## src/sv/hrlp_pkg.sv

```systemverilog
// Package for the HTTP request line parser: beat types, phase and method codes,
// method name tables. Depends on nothing; imported by every module of the block.
`default_nettype none

package hrlp_pkg;

	// Input beat: one request byte and its end marker
	typedef struct packed {
		logic [7:0] request_byte;
		logic       end_of_request;
	} req_item_t;

	// Output beat: route byte or final summary
	typedef struct packed {
		logic       item_kind;
		logic [7:0] route_byte;
		logic [2:0] method_code;
		logic [7:0] route_length;
		logic       malformed;
	} res_item_t;

	// Parse phases
	localparam logic [1:0] PH_METHOD = 2'd0;
	localparam logic [1:0] PH_SKIP   = 2'd1;
	localparam logic [1:0] PH_ROUTE  = 2'd2;
	localparam logic [1:0] PH_DONE   = 2'd3;

	// Method codes as reported on the summary
	localparam logic [2:0] METHOD_UNKNOWN = 3'd0;
	localparam logic [2:0] METHOD_GET     = 3'd1;
	localparam logic [2:0] METHOD_POST    = 3'd2;
	localparam logic [2:0] METHOD_PUT     = 3'd3;
	localparam logic [2:0] METHOD_DELETE  = 3'd4;

	// Candidate slots in the live mask
	localparam logic [1:0] CAND_GET    = 2'd0;
	localparam logic [1:0] CAND_POST   = 2'd1;
	localparam logic [1:0] CAND_PUT    = 2'd2;
	localparam logic [1:0] CAND_DELETE = 2'd3;

	localparam int unsigned NUM_CAND = 4;

	// Item kinds
	localparam logic KIND_ROUTE   = 1'b0;
	localparam logic KIND_SUMMARY = 1'b1;

	localparam logic [7:0] CHAR_SPACE = 8'h20;

	// Method names, left-justified in six byte slots
	localparam logic [47:0] TEXT_GET    = {"GET", 24'h0};
	localparam logic [47:0] TEXT_POST   = {"POST", 16'h0};
	localparam logic [47:0] TEXT_PUT    = {"PUT", 24'h0};
	localparam logic [47:0] TEXT_DELETE = "DELETE";

	// Length of a candidate's method name
	function automatic logic [2:0] method_len(input logic [1:0] cand);
		logic [2:0] len;
		case (cand)
			CAND_GET:    len = 3'd3;
			CAND_POST:   len = 3'd4;
			CAND_PUT:    len = 3'd3;
			default:     len = 3'd6;
		endcase
		return len;
	endfunction

	// Character of a candidate's method name at a position
	function automatic logic [7:0] method_char(input logic [1:0] cand, input logic [2:0] pos);
		logic [47:0] txt;
		logic [7:0]  ch;
		case (cand)
			CAND_GET:  txt = TEXT_GET;
			CAND_POST: txt = TEXT_POST;
			CAND_PUT:  txt = TEXT_PUT;
			default:   txt = TEXT_DELETE;
		endcase
		case (pos)
			3'd0:    ch = txt[47:40];
			3'd1:    ch = txt[39:32];
			3'd2:    ch = txt[31:24];
			3'd3:    ch = txt[23:16];
			3'd4:    ch = txt[15:8];
			3'd5:    ch = txt[7:0];
			default: ch = 8'h00;
		endcase
		return ch;
	endfunction

endpackage

`default_nettype wire

```

## src/sv/hrlp_core.sv

```systemverilog
// Parse state and per-beat step logic of the HTTP request line parser.
// Depends on hrlp_pkg; instantiated by http_request_line_parser.
`default_nettype none

module hrlp_core
	import hrlp_pkg::*;
#(
	parameter int MAX_ROUTE = 256
) (
	input  wire logic      clk,
	input  wire logic      arst_n,
	input  wire logic      advance,
	input  wire req_item_t item,
	output logic           emit,
	output res_item_t      result
);

	localparam logic [7:0] ROUTE_LIMIT = 8'(MAX_ROUTE - 1);

	logic [2:0] byte_pos_q;
	logic [3:0] cand_mask_q;
	logic [1:0] phase_q;
	logic [2:0] method_q;
	logic [7:0] route_count_q;

	logic [2:0] byte_pos_d;
	logic [3:0] cand_mask_d;
	logic [1:0] phase_d;
	logic [2:0] method_d;
	logic [7:0] route_count_d;

	logic [3:0] live;
	logic       found;
	logic [2:0] found_code;
	logic       last;
	logic [7:0] b;

	assign b    = item.request_byte;
	assign last = item.end_of_request;

	// Match the byte against every live candidate and pick the first complete one
	always_comb begin
		live       = '0;
		found      = 1'b0;
		found_code = METHOD_UNKNOWN;
		for (int i = 0; i < NUM_CAND; i++) begin
			live[i] = cand_mask_q[i] && ({1'b0, byte_pos_q} < {1'b0, method_len(2'(i))})
				&& (b == method_char(2'(i), byte_pos_q));
		end
		for (int i = NUM_CAND - 1; i >= 0; i--) begin
			if (live[i] && ({1'b0, byte_pos_q} + 4'd1 == {1'b0, method_len(2'(i))})) begin
				found      = 1'b1;
				found_code = 3'(i + 1);
			end
		end
	end

	// Step the phase machine and form the result beat
	always_comb begin
		byte_pos_d    = byte_pos_q;
		cand_mask_d   = cand_mask_q;
		phase_d       = phase_q;
		method_d      = method_q;
		route_count_d = route_count_q;
		emit          = 1'b0;
		result        = '0;
		unique case (phase_q)
			PH_METHOD: begin
				cand_mask_d = live;
				if (found) begin
					method_d = found_code;
					phase_d  = PH_SKIP;
				end else if (live == 4'b0000) begin
					method_d = METHOD_UNKNOWN;
					emit     = 1'b1;
					phase_d  = PH_DONE;
				end else begin
					byte_pos_d = byte_pos_q + 3'd1;
				end
				if (last) begin
					emit = 1'b1;
				end
				result.item_kind = KIND_SUMMARY;
				result.malformed = 1'b1;
			end
			PH_SKIP: begin
				phase_d          = PH_ROUTE;
				emit             = last;
				result.item_kind = KIND_SUMMARY;
				result.malformed = 1'b1;
			end
			PH_ROUTE: begin
				emit = 1'b1;
				if (b == CHAR_SPACE) begin
					result.item_kind = KIND_SUMMARY;
					phase_d          = PH_DONE;
				end else if (last || route_count_q >= ROUTE_LIMIT) begin
					result.item_kind = KIND_SUMMARY;
					result.malformed = 1'b1;
					phase_d          = PH_DONE;
				end else begin
					route_count_d     = route_count_q + 8'd1;
					result.item_kind  = KIND_ROUTE;
					result.route_byte = b;
				end
			end
			PH_DONE: begin
			end
			default: begin
			end
		endcase
		result.method_code  = method_d;
		result.route_length = route_count_d;
	end

	// Advance the parse state; return to start after the end-marked byte
	always_ff @(posedge clk or negedge arst_n) begin
		if (!arst_n) begin
			byte_pos_q    <= '0;
			cand_mask_q   <= 4'b1111;
			phase_q       <= PH_METHOD;
			method_q      <= METHOD_UNKNOWN;
			route_count_q <= '0;
		end else if (advance) begin
			if (last) begin
				byte_pos_q    <= '0;
				cand_mask_q   <= 4'b1111;
				phase_q       <= PH_METHOD;
				method_q      <= METHOD_UNKNOWN;
				route_count_q <= '0;
			end else begin
				byte_pos_q    <= byte_pos_d;
				cand_mask_q   <= cand_mask_d;
				phase_q       <= phase_d;
				method_q      <= method_d;
				route_count_q <= route_count_d;
			end
		end
	end

endmodule

`default_nettype wire

```

## src/sv/http_request_line_parser.sv

```systemverilog
// Top level of the HTTP request line parser: input stage, parse core, result register.
// Depends on hrlp_pkg and hrlp_core.
//
//   Channel  | Handshake            | Beat
//   ---------+----------------------+------------------------------------------
//   request  | req_valid/req_ready  | req_data: request_byte, end_of_request
//   result   | res_valid/res_ready  | res_data: kind, route byte, method, length, bad
//
// One byte per cycle while the result side does not stall; a byte taken is held in the
// input stage and parsed into the result register once the result slot is free.
// Reset returns the parser to method matching with all four methods live and empties
// both stages. A stall on the result side holds the input stage; bytes that yield no
// result still wait for a free result slot, so the pipeline stays in order.
`default_nettype none

module http_request_line_parser
	import hrlp_pkg::*;
#(
	parameter int MAX_ROUTE = 256
) (
	input  wire logic      clk,
	input  wire logic      arst_n,
	input  wire logic      req_valid,
	output logic           req_ready,
	input  wire req_item_t req_data,
	output logic           res_valid,
	input  wire logic      res_ready,
	output res_item_t      res_data
);

	logic      valid_s1;
	req_item_t item_s1;
	logic      valid_s2;
	res_item_t item_s2;

	logic      slot_free;
	logic      advance;
	logic      emit;
	res_item_t step_result;

	// Move the held beat on whenever the result slot can take it
	assign slot_free = !valid_s2 || res_ready;
	assign advance   = valid_s1 && slot_free;
	assign req_ready = !valid_s1 || slot_free;

	// Hold the accepted request beat
	always_ff @(posedge clk or negedge arst_n) begin
		if (!arst_n) begin
			valid_s1 <= 1'b0;
		end else if (req_ready) begin
			valid_s1 <= req_valid;
		end
	end

	always_ff @(posedge clk) begin
		if (req_ready && req_valid) begin
			item_s1 <= req_data;
		end
	end

	hrlp_core #(
		.MAX_ROUTE(MAX_ROUTE)
	) u_core (
		.clk    (clk),
		.arst_n (arst_n),
		.advance(advance),
		.item   (item_s1),
		.emit   (emit),
		.result (step_result)
	);

	// Load the result register; drop it once taken
	always_ff @(posedge clk or negedge arst_n) begin
		if (!arst_n) begin
			valid_s2 <= 1'b0;
		end else if (advance && emit) begin
			valid_s2 <= 1'b1;
		end else if (res_ready) begin
			valid_s2 <= 1'b0;
		end
	end

	always_ff @(posedge clk) begin
		if (advance && emit) begin
			item_s2 <= step_result;
		end
	end

	assign res_valid = valid_s2;
	assign res_data  = item_s2;

endmodule

`default_nettype wire

```

## config.mk

```make
export PLATFORM = sky130hd
export DESIGN_NAME = http_request_line_parser
export DESIGN_NICKNAME = d
export VERILOG_FILES = /design/src/sv/hrlp_pkg.sv /design/src/sv/hrlp_core.sv /design/src/sv/http_request_line_parser.sv
export SDC_FILE = /design/constraint.sdc
export NUM_CORES = 1
export LEC_CHECK = 0
export ABC_AREA = 1
export BUFFER_PORTS_ARGS = -buffer_cell sky130_fd_sc_hd__buf_2
export CAP_MARGIN = 20
export CORE_MARGIN = 2
export CORE_UTILIZATION = 40
export DETAILED_ROUTE_END_ITERATION = 16
export PLACE_DENSITY = 0.63
export RECOVER_POWER = 50
export SYNTH_ARGS = -nofsm -noshare
export SYNTH_HDL_FRONTEND = slang
export SYNTH_HIERARCHICAL = 1
export SYNTH_SLANG_ARGS = --single-unit
```

## constraint.sdc

```tcl
create_clock -name clk -period 2.6 [get_ports clk]
set_input_delay 0.65 -clock clk [delete_from_list [all_inputs] [get_ports clk]]
set_output_delay 0.65 -clock clk [all_outputs]
set_load 0.01 [all_outputs]
```

* Word level (Yosys, flattened, before mapping) *
Cells that the tools add are included.

cells by class
  bitwise logic cells = 1
  reduce and logical (&&, ||, !) cells = 32
  equal/unequal tests = 19
  muxes and demuxes = 43
  $lt $le $gt $ge = 4
  add/subtract/negate cells = 3

operators by type and width
  operator               count
  $pmux W7 S4            2
  $pmux W7 S3            2
  $mux W3                12
  $eq A8 B7 Y1           4
  $mux W8                4
  $logic_and A1 B1 Y1    15
  $mux W1                12
  $mux W2                5
  $add A8 B1 Y8 const B  1
  $eq A4 B3 Y1 const B   2
  $eq A8 B6 Y1 const B   1
  $ge A8 B8 Y1 const B   1
  $mux W4                2
  $ne A4 B2 Y1 const B   2
  $reduce_and A4 Y1      2
  $eq A3 B2 Y1 const B   2
  $eq A3 B3 Y1 const B   2
  $lt A3 B3 Y1 const B   2
  $pmux W2 S3            1
  $reduce_or A3 Y1       2
  $add A3 B1 Y4 const B  1
  $eq A4 B2 Y1 const B   1
  $logic_not A4 Y1       1
  $ne A2 B2 Y1 const B   2
  other kinds (16)       21

word-level totals
  flip-flop bits (word level) = 52
  bits of input ports = 13
  logic and storage cells = 116

* Depth between registers and ports, before layout *
Gate-level depths: netlist of the first run.

  word-level depth = 15
  gate-level depth with buffers = 17
  mapped depth without buffers = 17

* By module *
Netlist of the first run, hierarchy kept.

modules (own cells, without submodules)
  module                    area each (µm²)  instances  cells each
  hrlp_core                 1910.6           1          301
  http_request_line_parser  1009.7           1          45

* Worst setup path after synthesis of the first run *
OpenSTA, ideal clock, no wires.

  path kind = register to register
  from = reg u_core.byte_pos_q[1]
  to = reg item_s2 (netlist bit res_data[0]), enable pin
  setup time = 382 ps
  data arrival time = 2375 ps
  slack = -157 ps
  cell stages (with the launch flop) = 14
  period minus slack after synthesis = 2757 ps
  buffers on the path = 0
  cells stage by stage = dfrtp_1 inv_1 ha_1 o21ai_2 nand2_2 nor2_2 nor2_4 nand2_1 nand3_4 nand2_1 a22oi_1 a21oi_1 inv_1 nor2_2

on the way
  word-level cells in the longest chain between the ends = 14
  elaborated cells on any way between the ends = 44
  classes of those cells = add/sub (1); order compare (3); eq/ne (12); mux (12); reduce/logical (16)

ends and longest elaborated chain
  what                                        line                            RTL
  from (decl)                                 hrlp_core.sv:20                 logic [2:0] byte_pos_q;
  from (signal assigned)                      hrlp_core.sv:132                byte_pos_q <= byte_pos_d;
  $eq A3 B1 Y1, or another cell as far along  hrlp_pkg.sv:77                  case (pos)
  $reduce_or A3 Y1 (no line)                  --
  $pmux W7 S4                                 hrlp_pkg.sv:77
  $eq A8 B7 Y1                                hrlp_core.sv:48                 && (b == method_char(2'(i), byte_pos_q));
  $logic_and A1 B1 Y1                         hrlp_core.sv:48
  $logic_and A1 B1 Y1                         hrlp_core.sv:51                 if (live[i] && ({1'b0, byte_pos_q} + 4'd1 == {1'b0, method_len(2'(i))})) begin
  $mux W1 (4 in series)                       hrlp_core.sv:51
  $mux W1 *                                   hrlp_core.sv:70                 if (found) begin
  $mux W1 *                                   hrlp_core.sv:80                 if (last) begin
  $pmux W1 S3 *                               hrlp_core.sv:67                 unique case (phase_q)
  named net emit                              http_request_line_parser.sv:38  logic emit;
  $logic_and A1 B1 Y1 *                       http_request_line_parser.sv:84  if (advance && emit) begin
  to (signal assigned)                        http_request_line_parser.sv:85  item_s2 <= step_result;
  to (decl)                                   http_request_line_parser.sv:34  res_item_t item_s2;

The timed path passes the listed nets; every way through them passes the cells marked *.
A chain may end at the register's enable or synchronous reset.

* Worst setup path after layout of the first run *
  from = reg u_core.byte_pos_q[0]
  to = reg item_s2 (netlist bit res_data[20]), enable pin

The elaborated chain is that of the path after synthesis.

==> results of run 1 <==
[cells by family (layout without fill, tap and decap cells)]
family / Yosys count / in the layout / share of synthesized area (%)
AND/OR/NAND/NOR: 190 / 190 / 30.25
buffers and inverters: 59 / 118 / 8.140
flip-flops: 52 / 52 / 49.87
AO/OA/AOI/OAI: 29 / 29 / 5.655
adder cells (fa/ha/maj): 10 / 10 / 4.284
XOR/XNOR: 6 / 6 / 1.799
[through the flow]
step	util (%)	area (sq um)	hold slack, ps
after floorplan	-	2925	354.4
after global placement	45.82	3288	454.6
after detailed placement	45.82	3288	463.6
after CTS	47.32	3396	332.5
after global routing	49.57	3557	497.0
final	49.57	3557	477.9
[metal layers]
metal | up-vias | track usage [%] | routed length (microns)
li1 | 1221 | - | -
met1 | 1085 | 22.58 | 2902
met2 | 69 | 25.45 | 2885
met3 | 6 | 3.232 | 319
met4 | 0 | 4.749 | 76
met5 | - | 0 | 0
[registers in the layout, indices dropped and copies added, names as in the netlist]
name                  count
res_data                 21
item_s1                   9
u_core/route_count_q      8
u_core/cand_mask_q        4
u_core/byte_pos_q         3
u_core/method_q           3
u_core/phase_q            2
res_valid                 1
valid_s1                  1
[cells in the mapped netlist (all sizes together) (4+ instances only)]
master / number / area (sq um)
nand2: 109 / 434.2
ha: 10 / 125.1
a21oi: 7 / 35.03
nand3: 27 / 162.7
edfxtp: 30 / 900.9
dfrtp: 18 / 450.4
o21ai: 16 / 83.83
nand4: 8 / 50.05
inv: 55 / 206.5
nor2: 43 / 209.0
dfstp: 4 / 105.1
xor2: 6 / 52.55
[area by class of cell]
class                      count  area, sq um
fill                         711         3618
sequential                    52         1459
multi-input combinational    235         1316
timing repair buffer          55        339.1
inverter                      55        211.5
tap                           99        123.9
clock buffer                   6        72.57
clock inverter                 2        35.03
[worst max-delay path, cell delays in order (launching register included)]
cell and delay [ps]:
dfrtp_2 480, buf_4 170, ha_4 200, o21ai_4 180, nand2_2 100, nor2_2 130, nor2_4 70, nand2_2 90
nand3_4 70, nand2_1 60, a22oi_1 60, a21oi_1 150, inv_1 90, nor2_4 190, clkbuf_16 190
[worst paths after layout]
check | slack, ps | cells after the start | to | start
min | 480 | 2 | u_core/cand_mask_q[1] | u_core/cand_mask_q[1]
max | 120 | 14 | res_data[20] | u_core/byte_pos_q[0]
min reg2reg | 480 | 2 | u_core/cand_mask_q[1] | u_core/cand_mask_q[1]
max reg2reg | 120 | 14 | res_data[20] | u_core/byte_pos_q[0]
max in group asynchronous | 1180 | 1 | u_core/byte_pos_q[0] | arst_n
min in group asynchronous | 590 | 1 | u_core/route_count_q[3] | arst_n
[power by group]
part / internal [mW] / switching, mW
logic: 0.389 / 0.602
registers: 1.17 / 0.103
clock network: 0.286 / 0.254
total: 1.85 / 0.960
[what timing repair did]
item / 4_1_cts / 5_1_grt
resized for setup: 0 / 24
setup buffers: 0 / 7
setup endpoints to repair: 0 / 24
hold buffers: 0 / 0
==> flow_summary_export.csv, run 1 <==
group,metric,value,unit
critical_path,arrival,2520,ps
cts,cts.htree.levels,2,
sta,period_needed,2483,ps
route,firstDrtPassIters,4,
floorplan,fp-row-count,31,
logic_synthesis,synth_top_flop_cell,"edfxtp_1",
grt,gr-total-overflow,0,
floorplan,die_h,89.45,microns
layout,final_common_cell,"nand2_1",
logic_synthesis,syn-cell-area,0.002920,sq mm
grt,grt_pass1_wl,9.991,mm
logic_synthesis,ys_types,30,
critical_path,crit_required,2630,ps
route,routed_wirelength,6.183,mm
sta,slew-limit-headroom,16.73,%
grt,grt_pass1_vias,2189,
cts,cts-buffers-inserted,5,
floorplan,core-area,0.007176,sq mm
critical_path,critPathKind,"flip-flop to flip-flop",
sta,fmax,0.4027,GHz
floorplan,ios,36,
cts,cts_tree,"built",
power_and_ir_drop,total_power,2.808,mW
power_and_ir_drop,p_leak,1.733,nW
place,numPortBuffers,35,
grt,grt_max_degree,23,
sta,worst_slew_pin_slew,1249,ps
grt,grt_util_all_layers,16.15,%
logic_synthesis,synth_warnings,6,
power_and_ir_drop,power_density,789.5,mW/mm^2
critical_path,start_kind,"flip-flop",
logic_synthesis,syn_area_per_cell,8.440,sq um
cts,clk_pin_slew,90,ps
floorplan,dieWidth,89.45,microns
logic_synthesis,synth_edf_count,30,
sta,finClkSkew,5.466,ps
route,avgViaCountPerCell,4.724,
sta,timing.final.ws_setup,116.7,ps
layout,final_layout_size_suffix_gt1_share,23.95,%
place,placed_cells,487,
logic_synthesis,synth_cells,346,
floorplan,die-area,0.008000,sq mm
layout,fin_cells,504,
cts,clk-insertion-delay-late,300,ps
cts,cts.sinks,52,
place,gp_congestion,0.9325,
floorplan,initial_core_util,40.70,%
layout,layout_common_cells,"nand2_1 (98), inv_1 (47), edfxtp_1 (30)",
cts,root_buffer,"clkbuf_8",
route,route.detailed.drc,0,
route,vias,2381,
layout,area.growth.synth_to_final,21.81,%
sta,slew_viol_final,0,
run_status,status,"complete, no violations",
worst_hold_path,min_path_type,"flip-flop to flip-flop",
layout,layout.nets,427,
logic_synthesis,synth_nets,369,
critical_path,worstSetupEndpointType,"flip-flop",
flow_run,drv_cap,0,
sta,hold_viol,0,
sta,fin_crit_sh,95.51,%
logic_synthesis,synth-seq-area-share,49.87,%
cts,clockBufferDepth,2,
sta,setup_viol,0,
grt,antenna_found_initial,0,
logic_synthesis,async_reset_ff_share,42.31,%
logic_synthesis,ys_ff_latch,52,
route,wl_per_cell,12.27,microns
place,pre_cts_ws,51.21,ps
place,place_hpwl,4.587,mm
layout,antenna_cells,0,
power_and_ir_drop,vdd_ir_drop_max,0.3235,mV
sta,finalSetupTns,0,ps
critical_path,worstPathMaxFanout,7,
route,drt_iter0_drc,92,
route,final_antenna_net_count,0,
(Power assumes the default switching activity.)
==> inputs of run 2 (changes only) <==
ABC_AREA = 0   (was 1)
CAP_MARGIN = 0   (was 20)
CORE_ASPECT_RATIO = 0.9   (was not set)
PLACE_DENSITY = 0.62   (was 0.63)
==> run 2 against run 1 <==
Net effect:
- the flow now finishes with violations (negative setup slack)
- synthesized cell count fell by 17%
- first-iteration DRC count rose by 130%
- cell area rose by 19%
- via count rose by 8.7%
- worst hold slack improved by 20 ps
- maximum frequency fell by 12%
- global-route usage rose by 2.7 points
- total power rose by 48%
- sequential share of layout area fell by 6.4 points
- clock skew rose by 5.4 ps
- routed wire length rose by 28%
- largest power group is now combinational cells
==> flow_summary_export.csv, run 2 <==
group,metric,value,unit
run_status,status,"finished with violations",
run_status,violations,"negative setup slack",
route,firstDrtPassIters,4,
critical_path,arrival,3010,ps
worst_hold_path,worstHoldPathCells,1,
logic_synthesis,ys_types,75,
logic_synthesis,ys_top_cells_by_count,"edfxtp_1 (30), nand2_1 (25), dfrtp_1 (18), nor2_1 (18)",
floorplan,die_h,87.66,microns
critical_path,crit_required,2790,ps
layout,layout_common_cells,"buf_4 (60), edfxtp_1 (30), buf_2 (28)",
cts,cts.sinks,52,
grt,gr-total-overflow,0,
critical_path,start_kind,"flip-flop",
route,vias,2588,
sta,slew-limit-headroom,16.16,%
route,wl_per_cell,16.38,microns
critical_path,r2r-start,"u_core/byte_pos_q[1]",
cts,hold_buffers,0,
floorplan,ios,36,
critical_path,rr_endpoint,"u_core/byte_pos_q[0]",
power_and_ir_drop,total_power,4.158,mW
floorplan,initial_core_util,41.23,%
grt,antenna_found_initial,0,
logic_synthesis,synth_edf_count,30,
route,route.detailed.drc,0,
logic_synthesis,synth_warnings,6,
place,gp_congestion,0.8408,
logic_synthesis,synth_top_cell_area_share,28.96,%
critical_path,worstPathMaxFanout,5,
logic_synthesis,synth_top_flop_cell,"edfxtp_1",
grt,grt_pass1_vias,2469,
logic_synthesis,synth.area.top_cells,"edfxtp_1 (29%), dfrtp_1 (14%), ha_1 (4.0%)",
layout,layout.nets,409,
place,placed_cells,454,
logic_synthesis,synth_nets,311,
cts,cts_tree,"built",
sta,finClkSkew,10.91,ps
layout,final_common_cell,"buf_4",
logic_synthesis,syn_area_per_cell,10.80,sq um
route,drt_iter0_drc,215,
place,numPortBuffers,35,
layout,antenna_cells,0,
layout,area.growth.synth_to_final,35.56,%
layout,fin_cells,483,
grt,grt_util_all_layers,18.83,%
layout,final_layout_size_suffix_gt1_share,42.89,%
cts,cts-buffers-inserted,5,
sta,fin_crit_sh,108.4,%
route,final_antenna_net_count,0,
power_and_ir_drop,vdd_ir_drop_max,0.4136,mV
logic_synthesis,async_reset_ff_share,42.31,%
critical_path,rrSetupSlack,-220,ps
critical_path,worstSetupEndpointType,"flip-flop",
grt,grt_pass1_wl,12.65,mm
layout,seqCellArea,0.001459,sq mm
power_and_ir_drop,power_density,986.2,mW/mm^2
logic_synthesis,synth_cells,288,
worst_hold_path,worstHoldEndpoint,"item_s1[0]",
sta,rsz0062_at_grt,"yes",
floorplan,fp-row-count,30,
sta,setup_viol,33,
cts,cts.htree.levels,2,
route,avgViaCountPerCell,5.358,
power_and_ir_drop,p_leak,1.749,nW
worst_hold_path,min_from,"req_data[0]",
logic_synthesis,ys_ff_latch,52,
layout,largest_register_ffs,21,
logic_synthesis,synth_top_area_cell,"edfxtp_1",
critical_path,r2r_cells,13,
cts,clk_pin_slew,110,ps
logic_synthesis,syn-cell-area,0.003110,sq mm
floorplan,core-area,0.007545,sq mm
place,pre_cts_ws,-411.6,ps
floorplan,dieWidth,96.95,microns
layout,fill_cells,630,
cts,clockBufferDepth,2,
flow_run,drv_cap,0,
logic_synthesis,synth_most_common_cell,"edfxtp_1",
sta,timing.final.ws_setup,-218.8,ps
critical_path,critPathKind,"flip-flop to flip-flop",
sta,hold_viol,0,
logic_synthesis,synth-seq-area-share,46.82,%
critical_path,startpoint,"u_core/byte_pos_q[1]",
worst_hold_path,min_path_type,"input port to flip-flop",
cts,clk-insertion-delay-late,320,ps
layout,multi_input_area,0.001723,sq mm
place,place_hpwl,5.355,mm
sta,fmax,0.3548,GHz
sta,worst_slew_pin_slew,1258,ps
cts,root_buffer,"clkbuf_8",
grt,grt_max_degree,23,
floorplan,die-area,0.008498,sq mm
route,routed_wirelength,7.911,mm
sta,slew_viol_final,0,
sta,period_needed,2819,ps
run 2: changes by cell type in the layout (fill, tap and decap cells not counted), sizes merged, moves of 9 or more:
cell,before,now
inv,55,15
nand2,109,25
clkbuf,23,12
nand3,27,6
buf,38,100
nor2,43,18
and2,0,14
nor2b,0,9
run 2: final cells by class:
class / instances / share of cell area (%)
clock buffer: 5 / 1.632
clock inverter: 3 / 0.5935
inverter: 13 / 1.217
multi-input combinational: 207 / 40.86
sequential: 52 / 34.60
tap: 96 / 2.849
timing repair buffer: 107 / 18.25
run 2: cell families (layout without fill, tap and decap cells):
kind of cell,count (synthesis),in the layout,synth area share [%]
fa+ha+maj,10,10,4.023
xor+xnor,10,10,2.816
flops,52,52,46.82
compound gates,67,67,17.74
simple gates,112,113,21.72
mux,7,7,2.333
buf+inv,30,128,4.545
run 2: worst max-delay path, stage by stage (launching register included):
cell and delay, ps:
dfrtp_2 460, buf_4 150, ha_4 170, buf_4 140, nor3_4 190, buf_6 140
xor2_2 160, nand2_2 90, nor4_4 330, buf_4 190, nor4b_4 40, buf_4 150
and2_4 170, a221o_1 300
run 2: what timing repair did:
item | 4_1_cts | 5_1_grt
buffers inserted | 19 | 1
gates resized for setup | 35 | 7
cloned | 1 | 0
pin swaps | 19 | 7
endpoints found under the setup margin | 33 | 34
run 2: how the worst max path moves through the flow:
| stage | end | slack [ps] |
|---|---|---|
| 2_1_floorplan | res_data[0] | -270 |
| 3_3_place_gp | res_data[19] | -340 |
| 3_5_place_dp | res_data[15] | -410 |
| 4_1_cts | res_data[20] | -200 |
| 5_1_grt | res_data[0] | -330 |
| 6_report | u_core/byte_pos_q[0] | -220 |
run 2: per-layer routing:
layer  vias up  track usage (%)  wire length [microns]
met5         -                0                      0
met4         0            5.506                     82
met2        86            30.11                   3754
met3         6            3.113                    531
met1      1233            26.73                   3543
li1       1263                -                      -
run 2: where the power goes:
group / internal (mW) / switching, mW / leakage (nW)
registers: 1.20 / 0.167 / 0.565
clock network: 0.197 / 0.295 / 0.0452
logic: 1.13 / 1.17 / 1.14
total: 2.52 / 1.63 / 1.75
run 2: per-stage QoR:
step	hold WS (ps)	util (%)	TNS, ps	instance area (sq um)
floorplan	354.4	-	-5659	3172
global placement	492.5	49.68	-8728	3749
detailed placement	513.1	49.68	-10550	3749
CTS	309.3	55.39	-3696	4179
global route	494.4	55.89	-8833	4217
finish	497.9	55.89	-4680	4217
